--- config.mk ---
export PLATFORM = sky130hd
export DESIGN_NAME = arm64_subset_instruction_decoder_top_flat
export DESIGN_NICKNAME = d
export VERILOG_FILES = /design/src/hw/rtl/a64dec_pkg.sv /design/src/hw/rtl/a64dec_in_if.sv /design/src/hw/rtl/a64dec_out_if.sv /design/src/hw/rtl/arm64_subset_instruction_decoder_top.sv /design/src/hw/rtl/a64dec_decode.sv /design/src/flat_wrapper.sv
export SDC_FILE = /design/constraint.sdc
export NUM_CORES = 1
export LEC_CHECK = 0
export ABC_AREA = 1
export BUFFER_PORTS_ARGS = -buffer_cell sky130_fd_sc_hd__clkbuf_2
export CAP_MARGIN = 20
export CORE_MARGIN = 3
export CORE_UTILIZATION = 35
export DETAILED_ROUTE_END_ITERATION = 7
export PLACE_DENSITY = 0.62
export SYNTH_ARGS = -nofsm -noshare
export SYNTH_HDL_FRONTEND = slang
export SYNTH_HIERARCHICAL = 1
export SYNTH_SLANG_ARGS = --single-unit
--- constraint.sdc ---
create_clock -name clk -period 5.5 [get_ports clk]
set_clock_uncertainty 0.1 [all_clocks]
set_input_delay 1.1 -clock clk [delete_from_list [all_inputs] [get_ports clk]]
set_output_delay 1.1 -clock clk [all_outputs]
set_load 0.02 [all_outputs]
--- src/hw/rtl/a64dec_pkg.sv ---
// ----------------------------------------------------------------------------
// a64dec_pkg
// Types and constants shared by the AArch64 subset decoder.
// ----------------------------------------------------------------------------
package a64dec_pkg;

	typedef enum logic [3:0] {
		ALU_NONE = 4'd0,
		ALU_AND  = 4'd1,
		ALU_OR   = 4'd2,
		ALU_ADD  = 4'd3,
		ALU_MUL  = 4'd4,
		ALU_XOR  = 4'd5,
		ALU_SUB  = 4'd6,
		ALU_TSTZ = 4'd7,
		ALU_MOV  = 4'd8,
		ALU_LSL  = 4'd9,
		ALU_LSR  = 4'd10
	} alu_op_t;

	// bit positions in the control flag word
	localparam int unsigned F_BTBHIT   = 0;
	localparam int unsigned F_IMMSRC   = 1;
	localparam int unsigned F_REGW     = 2;
	localparam int unsigned F_SETFLAGS = 3;
	localparam int unsigned F_HALT     = 4;
	localparam int unsigned F_UB       = 5;
	localparam int unsigned F_PCREG    = 6;
	localparam int unsigned F_CB       = 7;
	localparam int unsigned F_ALUZERO  = 8;
	localparam int unsigned F_B2DEST   = 9;
	localparam int unsigned F_CBNZ     = 10;
	localparam int unsigned F_MEMW     = 11;
	localparam int unsigned F_MEMR     = 12;
	localparam int unsigned F_MEMTOREG = 13;
	localparam int unsigned F_SIZE0    = 14;
	localparam int unsigned F_SIZE1    = 15;

	localparam int unsigned IMM_W   = 28;
	localparam int unsigned FLAGS_W = 16;

	localparam logic [5:0] IMMS_ALL_ONES = 6'h3f;

	// one decoded word
	typedef struct packed {
		alu_op_t                   alu_op;
		logic signed [IMM_W-1:0]   immediate;
		logic [4:0]                src_reg_a;
		logic [4:0]                src_reg_b;
		logic [4:0]                dest_reg;
		logic [3:0]                branch_cond;
		logic [FLAGS_W-1:0]        control_flags;
	} dec_word_t;

endpackage

--- src/hw/rtl/a64dec_in_if.sv ---
// ----------------------------------------------------------------------------
// a64dec_in_if
// Instruction channel into the decoder: valid/ready plus fetch word.
// ----------------------------------------------------------------------------
interface a64dec_in_if;
	logic        valid;
	logic        ready;
	logic [31:0] instr_word;
	logic        predictor_missed;

	modport source (output valid, output instr_word, output predictor_missed, input ready);
	modport sink   (input valid, input instr_word, input predictor_missed, output ready);
endinterface

--- src/hw/rtl/a64dec_out_if.sv ---
// ----------------------------------------------------------------------------
// a64dec_out_if
// Decoded word channel out of the decoder: valid/ready plus control fields.
// ----------------------------------------------------------------------------
interface a64dec_out_if;
	logic               valid;
	logic               ready;
	logic [3:0]         alu_op;
	logic signed [27:0] immediate;
	logic [4:0]         src_reg_a;
	logic [4:0]         src_reg_b;
	logic [4:0]         dest_reg;
	logic [3:0]         branch_cond;
	logic [15:0]        control_flags;

	modport source (output valid, output alu_op, output immediate, output src_reg_a,
		output src_reg_b, output dest_reg, output branch_cond, output control_flags,
		input ready);
	modport sink   (input valid, input alu_op, input immediate, input src_reg_a,
		input src_reg_b, input dest_reg, input branch_cond, input control_flags,
		output ready);
endinterface

--- src/hw/rtl/arm64_subset_instruction_decoder_top.sv ---
// ----------------------------------------------------------------------------
// arm64_subset_instruction_decoder_top
// AArch64 subset decode stage: input register, decode logic, result register.
// ----------------------------------------------------------------------------
// A word accepted into the input register moves on to the result register, which
//   drives the result channel. Throughput: one word per cycle while the consumer
//   takes results; the decode logic between the two registers is the only work.
// A word is taken while a finished result still waits: both registers stall
//   independently, so ready drops only when both stages hold words and the consumer stalls.
// Reset (arst_n low, asynchronous) empties both stages; no other state.
module arm64_subset_instruction_decoder_top
	import a64dec_pkg::*;
(
	input  logic          clk,
	input  logic          arst_n,
	a64dec_in_if.sink     instr,
	a64dec_out_if.source  decoded
);

	// stage 1: captured fetch word
	logic        valid_s1;
	logic [31:0] word_s1;
	logic        missed_s1;

	// stage 2: decoded word waiting for the consumer
	logic        valid_s2;
	dec_word_t   res_s2;

	dec_word_t   dec_comb;
	logic        load_s2;
	logic        load_s1;

	// stage 2 frees when empty or drained this cycle
	assign load_s2 = ~valid_s2 | decoded.ready;
	// stage 1 can refill when empty or its word moves to stage 2
	assign instr.ready = ~valid_s1 | load_s2;
	assign load_s1 = instr.valid & instr.ready;

	always_ff @(posedge clk or negedge arst_n) begin
		if (!arst_n) begin
			valid_s1 <= 1'b0;
		end else if (instr.ready) begin
			valid_s1 <= instr.valid;
		end
	end

	always_ff @(posedge clk) begin
		if (load_s1) begin
			word_s1   <= instr.instr_word;
			missed_s1 <= instr.predictor_missed;
		end
	end

	a64dec_decode u_decode (
		.instr_word       (word_s1),
		.predictor_missed (missed_s1),
		.decoded          (dec_comb)
	);

	always_ff @(posedge clk or negedge arst_n) begin
		if (!arst_n) begin
			valid_s2 <= 1'b0;
		end else if (load_s2) begin
			valid_s2 <= valid_s1;
		end
	end

	always_ff @(posedge clk) begin
		if (load_s2 && valid_s1) begin
			res_s2 <= dec_comb;
		end
	end

	assign decoded.valid         = valid_s2;
	assign decoded.alu_op        = res_s2.alu_op;
	assign decoded.immediate     = res_s2.immediate;
	assign decoded.src_reg_a     = res_s2.src_reg_a;
	assign decoded.src_reg_b     = res_s2.src_reg_b;
	assign decoded.dest_reg      = res_s2.dest_reg;
	assign decoded.branch_cond   = res_s2.branch_cond;
	assign decoded.control_flags = res_s2.control_flags;

	// a word in stage 1 that moves on must appear at the output
	a_fill: assert property (@(posedge clk) disable iff (!arst_n)
		(valid_s1 && load_s2) |=> decoded.valid)
		else $error("stage 1 word lost on its way to the output");

	// back-pressure only when both stages are full and the consumer stalls
	a_stall: assert property (@(posedge clk) disable iff (!arst_n)
		!instr.ready |-> (valid_s1 && decoded.valid && !decoded.ready))
		else $error("input stalled with room in the pipe");

	// a condition code comes only with a conditional branch
	a_cond: assert property (@(posedge clk) disable iff (!arst_n)
		(decoded.valid && decoded.branch_cond != 4'd0) |-> decoded.control_flags[F_CB])
		else $error("branch condition without conditional branch flag");

	// a memory access is a load or a store, never both
	a_mem: assert property (@(posedge clk) disable iff (!arst_n)
		decoded.valid |-> !(decoded.control_flags[F_MEMW] && decoded.control_flags[F_MEMR]))
		else $error("load and store flags both set");

endmodule

--- src/hw/rtl/a64dec_decode.sv ---
// ----------------------------------------------------------------------------
// a64dec_decode
// Combinational decode of one instruction word into a decoded word.
// ----------------------------------------------------------------------------
module a64dec_decode
	import a64dec_pkg::*;
(
	input  logic [31:0] instr_word,
	input  logic        predictor_missed,
	output dec_word_t   decoded
);

	alu_op_t             alu;
	logic [IMM_W-1:0]    imm;
	logic [FLAGS_W-1:0]  flags;
	logic [3:0]          cond;
	logic [2:0]          top;
	logic [5:0]          imms;
	logic [5:0]          immr;
	logic [IMM_W-1:0]    imm_cbr;   // 19-bit word offset, in bytes
	logic [IMM_W-1:0]    imm_ub;    // 26-bit word offset, in bytes
	logic [IMM_W-1:0]    imm_ldst;

	assign top   = instr_word[31:29];
	assign imms  = instr_word[15:10];
	assign immr  = instr_word[21:16];

	assign imm_cbr  = {{(IMM_W-21){instr_word[23]}}, instr_word[23:5], 2'b00};
	assign imm_ub   = {instr_word[25:0], 2'b00};
	assign imm_ldst = {{(IMM_W-9){instr_word[20]}}, instr_word[20:12]};

	always_comb begin
		alu   = ALU_NONE;
		imm   = '0;
		flags = '0;
		cond  = '0;
		flags[F_BTBHIT] = ~predictor_missed;

		if (instr_word[28:26] == 3'b100) begin
			// data processing, immediate
			flags[F_IMMSRC] = 1'b1;
			flags[F_REGW]   = 1'b1;
			if (instr_word[25:24] == 2'b01) begin
				alu = instr_word[30] ? ALU_SUB : ALU_ADD;
				flags[F_SETFLAGS] = instr_word[29];
				imm = {{(IMM_W-12){1'b0}}, instr_word[21:10]};
			end else if (instr_word[25:23] == 3'b101) begin
				alu = ALU_MOV;
				imm = {{(IMM_W-16){1'b0}}, instr_word[20:5]};
			end else if (instr_word[25:23] == 3'b110) begin
				if (imms == IMMS_ALL_ONES) begin
					alu = ALU_LSR;
					imm = {{(IMM_W-6){1'b0}}, immr};
				end else if ({1'b0, imms} + 7'd1 == {1'b0, immr}) begin
					alu = ALU_LSL;
					imm = {{(IMM_W-6){1'b0}}, ~imms};
				end
			end
		end else if (instr_word[28:26] == 3'b101) begin
			// branches and system
			if (top == 3'b110) begin
				if (instr_word[25:24] == 2'b00) begin
					flags[F_HALT] = 1'b1;
				end else if (instr_word[25]) begin
					flags[F_UB]    = 1'b1;
					flags[F_PCREG] = 1'b1;
				end
			end else if (top == 3'b010 && !instr_word[25]) begin
				flags[F_CB] = 1'b1;
				cond = instr_word[3:0];
				imm  = imm_cbr;
			end else if (top[1:0] == 2'b00) begin
				flags[F_UB] = 1'b1;
				imm = imm_ub;
			end else if (top[1:0] == 2'b01 && !instr_word[25]) begin
				flags[F_CB]      = 1'b1;
				flags[F_ALUZERO] = 1'b1;
				flags[F_B2DEST]  = 1'b1;
				flags[F_CBNZ]    = instr_word[24];
				alu = ALU_TSTZ;
				imm = imm_cbr;
			end
		end else if (!instr_word[25] && instr_word[27]) begin
			// loads and stores, unscaled immediate
			imm = imm_ldst;
			flags[F_IMMSRC] = 1'b1;
			alu = ALU_ADD;
			if (instr_word[29:28] == 2'b11 && !instr_word[24] && !instr_word[21] &&
				instr_word[11:10] == 2'b00) begin
				case (instr_word[23:22])
					2'b00: begin
						flags[F_MEMW]   = 1'b1;
						flags[F_B2DEST] = 1'b1;
					end
					2'b01: begin
						flags[F_MEMR]     = 1'b1;
						flags[F_MEMTOREG] = 1'b1;
						flags[F_REGW]     = 1'b1;
					end
					default: ;
				endcase
				flags[F_SIZE0] = instr_word[30];
				flags[F_SIZE1] = instr_word[31];
			end
		end else if (instr_word[27:25] == 3'b101) begin
			// data processing, register
			flags[F_REGW] = 1'b1;
			if (!instr_word[28]) begin
				if (!instr_word[24]) begin
					case (instr_word[30:29])
						2'b01:   alu = ALU_OR;
						2'b10:   alu = ALU_XOR;
						default: alu = ALU_AND;
					endcase
					flags[F_SETFLAGS] = (instr_word[30:29] == 2'b11);
				end else begin
					alu = instr_word[30] ? ALU_SUB : ALU_ADD;
					flags[F_SETFLAGS] = instr_word[29];
					imm = {{(IMM_W-12){1'b0}}, instr_word[21:10]};
				end
			end else if (instr_word[24]) begin
				alu = ALU_MUL;
			end
		end
	end

	always_comb begin
		decoded.alu_op        = alu;
		decoded.immediate     = imm;
		decoded.src_reg_a     = instr_word[9:5];
		decoded.src_reg_b     = flags[F_B2DEST] ? instr_word[4:0] : instr_word[20:16];
		decoded.dest_reg      = instr_word[4:0];
		decoded.branch_cond   = cond;
		decoded.control_flags = flags;
	end

endmodule

--- src/flat_wrapper.sv ---
// flat-port wrapper written by rule: the top's interface ports become plain ports
module arm64_subset_instruction_decoder_top_flat import a64dec_pkg::*;
  (clk, arst_n, instr_valid, instr_instr_word, instr_predictor_missed, instr_ready, decoded_valid, decoded_alu_op, decoded_immediate, decoded_src_reg_a, decoded_src_reg_b, decoded_dest_reg, decoded_branch_cond, decoded_control_flags, decoded_ready);
  a64dec_in_if instr_i ();
  a64dec_out_if decoded_i ();
  input  logic clk;
  input  logic arst_n;
  input wire logic [$bits(instr_i.valid)-1:0] instr_valid;
  input wire logic [$bits(instr_i.instr_word)-1:0] instr_instr_word;
  input wire logic [$bits(instr_i.predictor_missed)-1:0] instr_predictor_missed;
  output wire logic [$bits(instr_i.ready)-1:0] instr_ready;
  output wire logic [$bits(decoded_i.valid)-1:0] decoded_valid;
  output wire logic [$bits(decoded_i.alu_op)-1:0] decoded_alu_op;
  output wire logic [$bits(decoded_i.immediate)-1:0] decoded_immediate;
  output wire logic [$bits(decoded_i.src_reg_a)-1:0] decoded_src_reg_a;
  output wire logic [$bits(decoded_i.src_reg_b)-1:0] decoded_src_reg_b;
  output wire logic [$bits(decoded_i.dest_reg)-1:0] decoded_dest_reg;
  output wire logic [$bits(decoded_i.branch_cond)-1:0] decoded_branch_cond;
  output wire logic [$bits(decoded_i.control_flags)-1:0] decoded_control_flags;
  input wire logic [$bits(decoded_i.ready)-1:0] decoded_ready;
  assign instr_i.valid = instr_valid;
  assign instr_i.instr_word = instr_instr_word;
  assign instr_i.predictor_missed = instr_predictor_missed;
  assign instr_ready = instr_i.ready;
  assign decoded_valid = decoded_i.valid;
  assign decoded_alu_op = decoded_i.alu_op;
  assign decoded_immediate = decoded_i.immediate;
  assign decoded_src_reg_a = decoded_i.src_reg_a;
  assign decoded_src_reg_b = decoded_i.src_reg_b;
  assign decoded_dest_reg = decoded_i.dest_reg;
  assign decoded_branch_cond = decoded_i.branch_cond;
  assign decoded_control_flags = decoded_i.control_flags;
  assign decoded_i.ready = decoded_ready;
  arm64_subset_instruction_decoder_top u_core (.clk(clk), .arst_n(arst_n), .instr(instr_i), .decoded(decoded_i));
endmodule
==> impl_results.md <==
- Final worst-path cycle share: 0.507
- Classification of the worst setup path: in2out
- TNS Setup: 0 ns
- CTS tree: built
- Post-synthesis sequential area ratio: 0.631
- Post-synth cell types: 46
- Cells traversed along the worst timing path: clkbuf_2 > inv_1 > nand3_2 > clkbuf_2
- Number of design rule violations left after detail routing: 0
- Required time of the critical path: 4.30 ns
- Total number of vias: between 3000 and 4000
- Via/cell ratio: 5.00
- Resized cells post-CTS: 0
- Number of warnings issued by yosys: 6
- Most used cell, CP: sky130_fd_sc_hd__clkbuf_2
- Number of buffers created by CTS: 9
- Delay of the slowest critical-path stage: about 0.17 ns
- Post-layout nets: 574
- Initial core utilization: 0.361
- Final Hold Viols: 0
- Antenna fix cells: 0
- Number of placement rows: 42
- Global-route wire length before repair: 18800 um
- Drt first pass iters: 5
- Horizontal extent of the die: 124 um
- Top achievable clock speed: 359 MHz
- Slew headroom: 0.342
- # Post-CTS Setup Buffers: 0
- VDD IR max: around 0.15 mV
- Setup crit start kind: input port
- GRT Util Overall: 0.167
- Total count of max-transition violations in the final report: 0
- Initial drt markers: 421
- Total of hold buffers inserted after clock tree synthesis: 0
- Post-route insts no fill: between 700 and 800
- Die footprint: 0.0153 mm^2
- Die Span Y: 124 um
- Number of synthesized flops with an enable pin: 100
- Cell count after synthesis: 443
- Maximum number of pins on one net before global-route repair: 68
- Hold Crit Class: reg2reg
- Number of antenna violations at the first check in global routing: 0
- Most common flop cell mapped by yosys: sky130_fd_sc_hd__edfxtp_1
- Mean Syn Cell Area: 10.9 um^2
- Number of cells after detailed placement: 700
- WL/cell: 17.3 um
- Max_cap viols: 0
- Number of setup violations in the final report: 0
- Power Dens Cells: 310 mW/mm^2
- Clock latency of the later-clocked register in the worst-skew pair: 0.35 ns
- Minimum clock period after layout: 2.79 ns
- Worst-case clock buffer depth: 2
- CP Capture Type: primary output
- Layout Area Growth over Synthesis: 17.9%
- IO Port Bufs: roughly 110
- Area of the multi-input gates: 0.00140 mm^2
- Sinks on Clock Net: 102
- Maximum fanout along the worst path: 3
- Share of async-settable or async-resettable flops after synthesis: 0.0196
- Post-route ant nets: 0
- Mapped Nets: 482
- Register area: 0.00305 mm^2
- Clock-pin slew of the registers on the worst-case setup and hold paths: 0.07 ns
- Total of flip-flops plus latches after synthesis: 102
- CTS H-tree depth: 3
- FILL cells: 1341
- Worst EP arrival: 1.59 ns
- Setup repair after global routing missed its margin: false
- CORE AREA: between 0.01 and 0.015 mm^2
- Total wire length: between 10000 and 15000 um
- Detailed placer's ending HPWL: 9090 um
- Remaining global-route overflow: 0
- Summed instance area of the synthesized netlist: about 0.0048 mm^2
- Global placer's final weighted congestion: between 0.9 and 1
- Post-route total power: 1.77 mW
- Total I/O pin count: 106
- Leakage power: 2.41 nW
- Final worst hold slack: ~0.37 ns
- Vias in the first global route: 3418
- Share of layout cells above drive strength 1: 0.317
- Master of the slowest instance on the critical path: sky130_fd_sc_hd__clkbuf_2
- Max FFs per register: 32
- Register with the most flip-flops: u_core/word_s1
- Transition time at the pin with the least slew margin: about 0.98 ns
- Status: complete, no violations
- Clock root buffer: sky130_fd_sc_hd__clkbuf_16
-- cell usage in the layout, fill, tap and decap left out, types with 7 or more instances in the layout --
| master | n |
|---|---|
| sky130_fd_sc_hd__nand3_1 | 26 |
| sky130_fd_sc_hd__clkbuf_2 | 105 |
| sky130_fd_sc_hd__o21ai_0 | 13 |
| sky130_fd_sc_hd__nand2_1 | 89 |
| sky130_fd_sc_hd__inv_1 | 35 |
| sky130_fd_sc_hd__o21ai_1 | 7 |
| sky130_fd_sc_hd__clkbuf_16 | 9 |
| sky130_fd_sc_hd__o22ai_1 | 11 |
| sky130_fd_sc_hd__nor2_1 | 22 |
| sky130_fd_sc_hd__nor3_1 | 8 |
| sky130_fd_sc_hd__edfxtp_1 | 100 |
| sky130_fd_sc_hd__a21oi_1 | 16 |
| sky130_fd_sc_hd__inv_2 | 19 |
| sky130_fd_sc_hd__nand2_2 | 9 |
-- synth_stat cells, types with 2 or more instances --
cell type,instances,area [um^2]
sky130_fd_sc_hd__a211oi_1,2,15.0
sky130_fd_sc_hd__a21oi_1,17,85.1
sky130_fd_sc_hd__a221oi_1,2,17.5
sky130_fd_sc_hd__a22oi_1,4,30.0
sky130_fd_sc_hd__a31oi_1,3,18.8
sky130_fd_sc_hd__a32oi_1,5,43.8
sky130_fd_sc_hd__buf_2,5,25.0
sky130_fd_sc_hd__buf_4,12,90.1
sky130_fd_sc_hd__clkbuf_1,6,22.5
sky130_fd_sc_hd__dfrtp_1,2,50.1
sky130_fd_sc_hd__edfxtp_1,100,3000
sky130_fd_sc_hd__ha_1,2,25.0
sky130_fd_sc_hd__inv_1,35,131
sky130_fd_sc_hd__inv_2,19,71.3
sky130_fd_sc_hd__inv_4,2,12.5
sky130_fd_sc_hd__nand2_1,89,334
sky130_fd_sc_hd__nand2_2,9,56.3
sky130_fd_sc_hd__nand3_1,26,130
sky130_fd_sc_hd__nand3_2,2,20.0
sky130_fd_sc_hd__nand4_1,2,12.5
sky130_fd_sc_hd__nor2_1,22,82.6
sky130_fd_sc_hd__nor2_2,4,25.0
sky130_fd_sc_hd__nor2_4,3,33.8
sky130_fd_sc_hd__nor3_1,8,40.0
sky130_fd_sc_hd__o2111ai_1,4,35.0
sky130_fd_sc_hd__o21ai_0,13,65.1
sky130_fd_sc_hd__o21ai_1,7,35.0
sky130_fd_sc_hd__o21ai_2,5,43.8
sky130_fd_sc_hd__o21bai_1,4,30.0
sky130_fd_sc_hd__o221ai_1,3,26.3
sky130_fd_sc_hd__o22ai_1,11,68.8
-- metrics by stage --
| stage | setup slack [ns] | cell area [um^2] | utilization |
|---|---|---|---|
| 3_3_place_gp | 2.74 | 5440 | 0.406 |
| 3_5_place_dp | 2.70 | 5440 | 0.406 |
| 4_1_cts | 2.70 | 5700 | 0.426 |
| 5_1_grt | 2.65 | 5700 | 0.426 |
| 6_report | 2.71 | 5700 | 0.426 |
| 2_1_floorplan | 0.472 | 4840 | - |
-- cell type report --
type | instances | area share
repair buffers | 107 | 0.0948
well taps | 176 | 0.0386
multi-input cells | 258 | 0.246
inverters | 57 | 0.0386
clock buffers | 9 | 0.0395
clock inverters | 7 | 0.00702
flip-flops and latches | 102 | 0.535
-- cells by family after synthesis --
family | share of synthesized area
adder cells (fa/ha/maj) | 0.00517
AND/OR/NAND/NOR | 0.166
AO/OA/AOI/OAI | 0.113
buffers and inverters | 0.0812
flip-flops | 0.631
XOR/XNOR | 0.00362
-- critical path, delay by kind of cell --
family	cells	cell delay (ns)
buffers and inverters	3	0.39
and+or+nand+nor	1	0.11
-- per-layer routing --
| layer | share of wire | GRT usage | vias to the layer above |
|---|---|---|---|
| li1 | - | - | 1727 |
| met1 | 0.45 | 0.237 | 1674 |
| met2 | 0.46 | 0.257 | 164 |
| met3 | 0.077 | 0.0286 | 15 |
| met4 | 0.017 | 0.0609 | 0 |
| met5 | 0 | 0 | - |
-- final timing paths --
kind	startpoint	endpoint	slack, ns	cells past startpoint
worst max-delay path	decoded_ready	instr_ready	2.71	4
worst min-delay path	u_core/word_s1[9]$_DFFE_PP_	u_core/decoded.src_reg_a[4]$_DFFE_PP_	0.37	0
worst max register to register	u_core/word_s1[30]$_DFFE_PP_	u_core/decoded.immediate[27]$_DFFE_PP_	2.88	7
worst min register to register	u_core/word_s1[9]$_DFFE_PP_	u_core/decoded.src_reg_a[4]$_DFFE_PP_	0.37	0
max in group asynchronous	arst_n	u_core/decoded.valid$_DFFE_PN0P_	4.77	1
min in group asynchronous	arst_n	u_core/valid_s1$_DFFE_PN0P_	0.42	1
-- where the power goes --
| group | leakage (nW) | switching [mW] | internal [mW] |
|---|---|---|---|
| sequential | 1.00 | 0.0378 | 0.926 |
| combinational | 1.28 | 0.172 | 0.0696 |
| clock | 0.124 | 0.262 | 0.302 |
No activity file was read; power rests on OpenSTA's default activity.
